## src/hw/rtl/prefix_code_decoder_assert.svh

```systemverilog
// Assertion macros shared by the prefix code decoder RTL.
`ifndef PREFIX_CODE_DECODER_ASSERT_SVH
`define PREFIX_CODE_DECODER_ASSERT_SVH

// Same-cycle implication, checked outside reset.
`define PCD_ASSERT_IMP(lbl, ante, cons, msg) \
    lbl: assert property (@(posedge i_clk) disable iff (!i_rst_n) (ante) |-> (cons)) \
        else $error(msg);

// Next-cycle implication, checked outside reset.
`define PCD_ASSERT_NXT(lbl, ante, cons, msg) \
    lbl: assert property (@(posedge i_clk) disable iff (!i_rst_n) (ante) |=> (cons)) \
        else $error(msg);

`endif

```

## src/hw/rtl/pcd_ram.sv

```systemverilog
// Generic single-port-write, registered-read RAM.
`default_nettype none

module pcd_ram #(
    parameter int unsigned WIDTH = 8,
    parameter int unsigned DEPTH = 16
) (
    input  wire logic                     i_clk,
    input  wire logic                     i_we,
    input  wire logic [$clog2(DEPTH)-1:0] i_waddr,
    input  wire logic [WIDTH-1:0]         i_wdata,
    input  wire logic [$clog2(DEPTH)-1:0] i_raddr,
    output logic      [WIDTH-1:0]         o_rdata
);

    logic [WIDTH-1:0] r_mem [DEPTH];

    always_ff @(posedge i_clk) begin
        if (i_we) begin
            r_mem[i_waddr] <= i_wdata;
        end
        o_rdata <= r_mem[i_raddr];
    end

endmodule

`default_nettype wire

```

## config.mk

```make
export PLATFORM = sky130hd
export DESIGN_NAME = pcd_ram
export DESIGN_NICKNAME = d
export VERILOG_FILES = /design/src/hw/rtl/prefix_code_decoder_assert.svh /design/src/hw/rtl/pcd_ram.sv
export SDC_FILE = /design/constraint.sdc
export NUM_CORES = 1
export LEC_CHECK = 0
export CORE_MARGIN = 4
export CORE_UTILIZATION = 62
export CTS_CLUSTER_SIZE = 20
export DETAILED_ROUTE_END_ITERATION = 12
export DONT_BUFFER_PORTS = 1
export PLACE_DENSITY_LB_ADDON = 0.15
export SLEW_MARGIN = 40
export SYNTH_ARGS = -nofsm -noshare
export SYNTH_HDL_FRONTEND = slang
export SYNTH_SLANG_ARGS = --single-unit
```

## constraint.sdc

```tcl
create_clock -name i_clk -period 1.96 [get_ports i_clk]
set_input_delay 0.196 -clock i_clk [delete_from_list [all_inputs] [get_ports i_clk]]
set_output_delay 0.196 -clock i_clk [all_outputs]
set_load 0.02 [all_outputs]
```

==> key figures <==
Hold path
  – Hold Crit Depth: 3
  – Hold endpoint: o_rdata[6]
  – Worst hold start: i_raddr[1]
  – Hold Path Class: input port to flop

Global route
  – Gr usage total: approximately 22%
  – Vias in the first global route: roughly 2,600
  – Initial antenna violation count: 2
  – GRT Residual Overflow: 0
  – First-pass GRT wire length: 15,180 um
  – Pin count of the biggest net entering global routing: 33

Logic synthesis
  – Netlist cell types: 19
  – Synth top cells by count: edfxtp_1, mux4_2, a22oi_1
  – Compound-Gate Fraction of Synth Area: 2.333%
  – Count leader, synth: edfxtp_1
  – Top cells by area, synth: edfxtp_1, mux4_2, mux4_1, dfxtp_1, a22oi_1
  – Yosys top cell area share: between 70% and 80%
  – Yosys warnings: 0
  – Async set-reset flop share out of synthesis: 0%
  – Syn_area_per_cell: 22.48 um^2
  – Register bit total from synthesis: about 140
  – Sequential area share after synthesis: between 70 and 80%
  – Mux contribution to synthesized area: between 10% and 20%
  – Post-synth top area cell: edfxtp_1
  – Number of synthesized flops with an enable pin: between 100 and 150
  – Synth Instances: around 230
  – Post-synthesis simple-gate area fraction: under 10%
  – Main combinational cell family by area after synthesis: multiplexers
  – Post-Synth XOR/XNOR Area: 0%
  – Post-Syn Nets: 247
  – Post-Syn Area: 5147 um^2
  – Primary FF master, synth: edfxtp_1
  – Synth Area in Adders: 0%

Die
  – Rows: 32
  – Total core area: ~7900 um^2
  – Die height: 99.12 um
  – Initial Utilization: 65.26%
  – Die area: slightly below 10,000 um^2
  – Die Width: 99.12 um
  – Num ports: 26

Cells and area
  – Layout cell share with drive strength beyond 1: about 22%
  – Final instance area: between 5000 and 6000 um^2
  – Final Core Density: between 70% and 80%
  – Layout Cells excl Fill: ~380
  – Area Overhead vs Synth: 15.58%
  – # fillers: around 400
  – Layout net count: 281

Placed design
  – Placed cells: approximately 340
  – Port buffer count: 0
  – Area after DPL: 5309 um^2
  – RePlAce Congestion: between 0.8 and 0.9
  – Dpl hpwl: 5855 um
  – Setup Slack @ Placement: 533.1 ps

Timing
  – Final Hold Viols: 0
  – Fmax: 713.9 MHz
  – Setup Skew: 6.061 ps
  – Minimum clock period: 1401 ps
  – RSZ-0062 raised after global routing: false
  – Setup ws final: 559.2 ps
  – Slew Viols, Final: 0
  – Final clock period utilization by the worst path: roughly 71%
  – Setup TNS Final: 0 ps
  – Setup Viol. Count Final: 0
  – Slew Limit Headroom: 47.60%
  – WHS: ~22 ps
  – Worst-margin pin slew: ~780 ps

CTS
  – TritonCTS sink count: 136
  – Root Buffer: clkbuf_8
  – Clk pin slew, worst setup/hold paths: 60 ps
  – CTS tree: built
  – Clock Latency Late Sink: just over 500 ps
  – H-Tree Depth: 4
  – Clock Path Buffers: 2
  – Setup Fix Bufs, Post-CTS: 0
  – Num CTS Buffers: 17

Critical path
  – Setup slack, reg-to-reg: about 560 ps
  – WS Path Type: flop to flop
  – Worst setup SP type: flop
  – Data required time at the worst endpoint: between 2000 and 2500 ps
  – CP Data Arrival Time: ~1800 ps
  – CP Launch Point: r_mem[3][4]
  – R2R cell count: 3
  – Setup crit end kind: flop
  – Origin of the critical flop-to-flop path: r_mem[3][4]
  – Maximum fanout along the worst path: 1
  – Reg-to-Reg End: o_rdata[4]

Route
  – Detailed-route via count: about 2,500
  – DR iter-0 viols: 217
  – Routed WL: approximately 10000 um
  – Detail Route Antenna Nets: 0
  – Wirelength per Cell: between 20 and 30 um
  – Vias/cell: about 6.5
  – # DRC: 0
  – First-pass DRT Iterations: 4

Power
  – Total power: between 6 and 7 mW
  – Max VDD drop: approximately 0.00066 V
  – PD cells: 1081 nW/um^2
  – Pleak: between 1.5 and 2 nW

Outcome
  – Status: completed

Flow run
  – Max-cap violations: 0
critical path: stages (launching register included):
cell      delay [ps]
edfxtp_1         370
mux4_2           490
a22oi_1          320
nand2_1          100
flip-flops by register name, indices dropped and copies added (netlist names):
register and count:
r_mem 128, o_rdata 8
worst max path at each step:
stage,end
after CTS,o_rdata[6]
after global routing,o_rdata[4]
after global placement,r_mem[5][6]
after floorplan,r_mem[0][0]
after detailed placement,r_mem[5][5]
final,o_rdata[4]
metal layers:
layer,vias to the layer above,track usage (%),part of all wire (%)
met3,14,9.046,8.9
met1,1272,28.58,39
met5,-,0,0.072
met4,2,7.353,1.4
met2,124,33.73,50
li1,1044,-,-
area by class of cell:
type / count / area (um^2) / share of cell area (%)
clock buffer: 23 / 446.7 / 7.508
multi-input combinational: 83 / 1057 / 17.77
clock inverter: 9 / 101.3 / 1.703
timing repair buffer: 25 / 210.2 / 3.533
antenna: 1 / 2.502 / 0.04206
sequential: 136 / 4004 / 67.30
tap: 102 / 127.6 / 2.145
power breakdown:
group	internal [mW]	switching (mW)	total, mW
Clock	1.83	1.07	2.90
Combinational	0.110	0.121	0.231
Sequential	3.25	0.0465	3.30
Total	5.20	1.24	6.43
cells by family (layout without fill, tap and decap cells):
| group | after synthesis | count (layout) |
|---|---|---|
| multiplexers | 32 | 32 |
| flip-flops | 136 | 136 |
| AND/OR/NAND/NOR | 35 | 35 |
| other | 0 | 1 |
| buffers and inverters | 10 | 57 |
| AO/OA/AOI/OAI | 16 | 16 |
what timing repair did:
item                                   4_1_cts  5_1_grt
hold buffers                                 9        0
setup endpoints to repair                    0        0
endpoints found under the hold margin      132        0
resized for setup                            0        0
placed cells by master (no fill, tap or decap), types with 2 or more instances in the layout:
cell type      count
a22oi_1           16
buf_4             16
bufinv_16          2
clkbuf_1           5
clkbuf_16         16
clkbuf_8           2
clkinv_2           5
dfxtp_1            8
dlygate4sd3_1      9
edfxtp_1         128
mux4_1            14
mux4_2            18
nand2_1            9
nand2b_1           2
nand3b_1           2
nor2_1            13
nor3_1             4
Power figures use the tool's default switching activity.
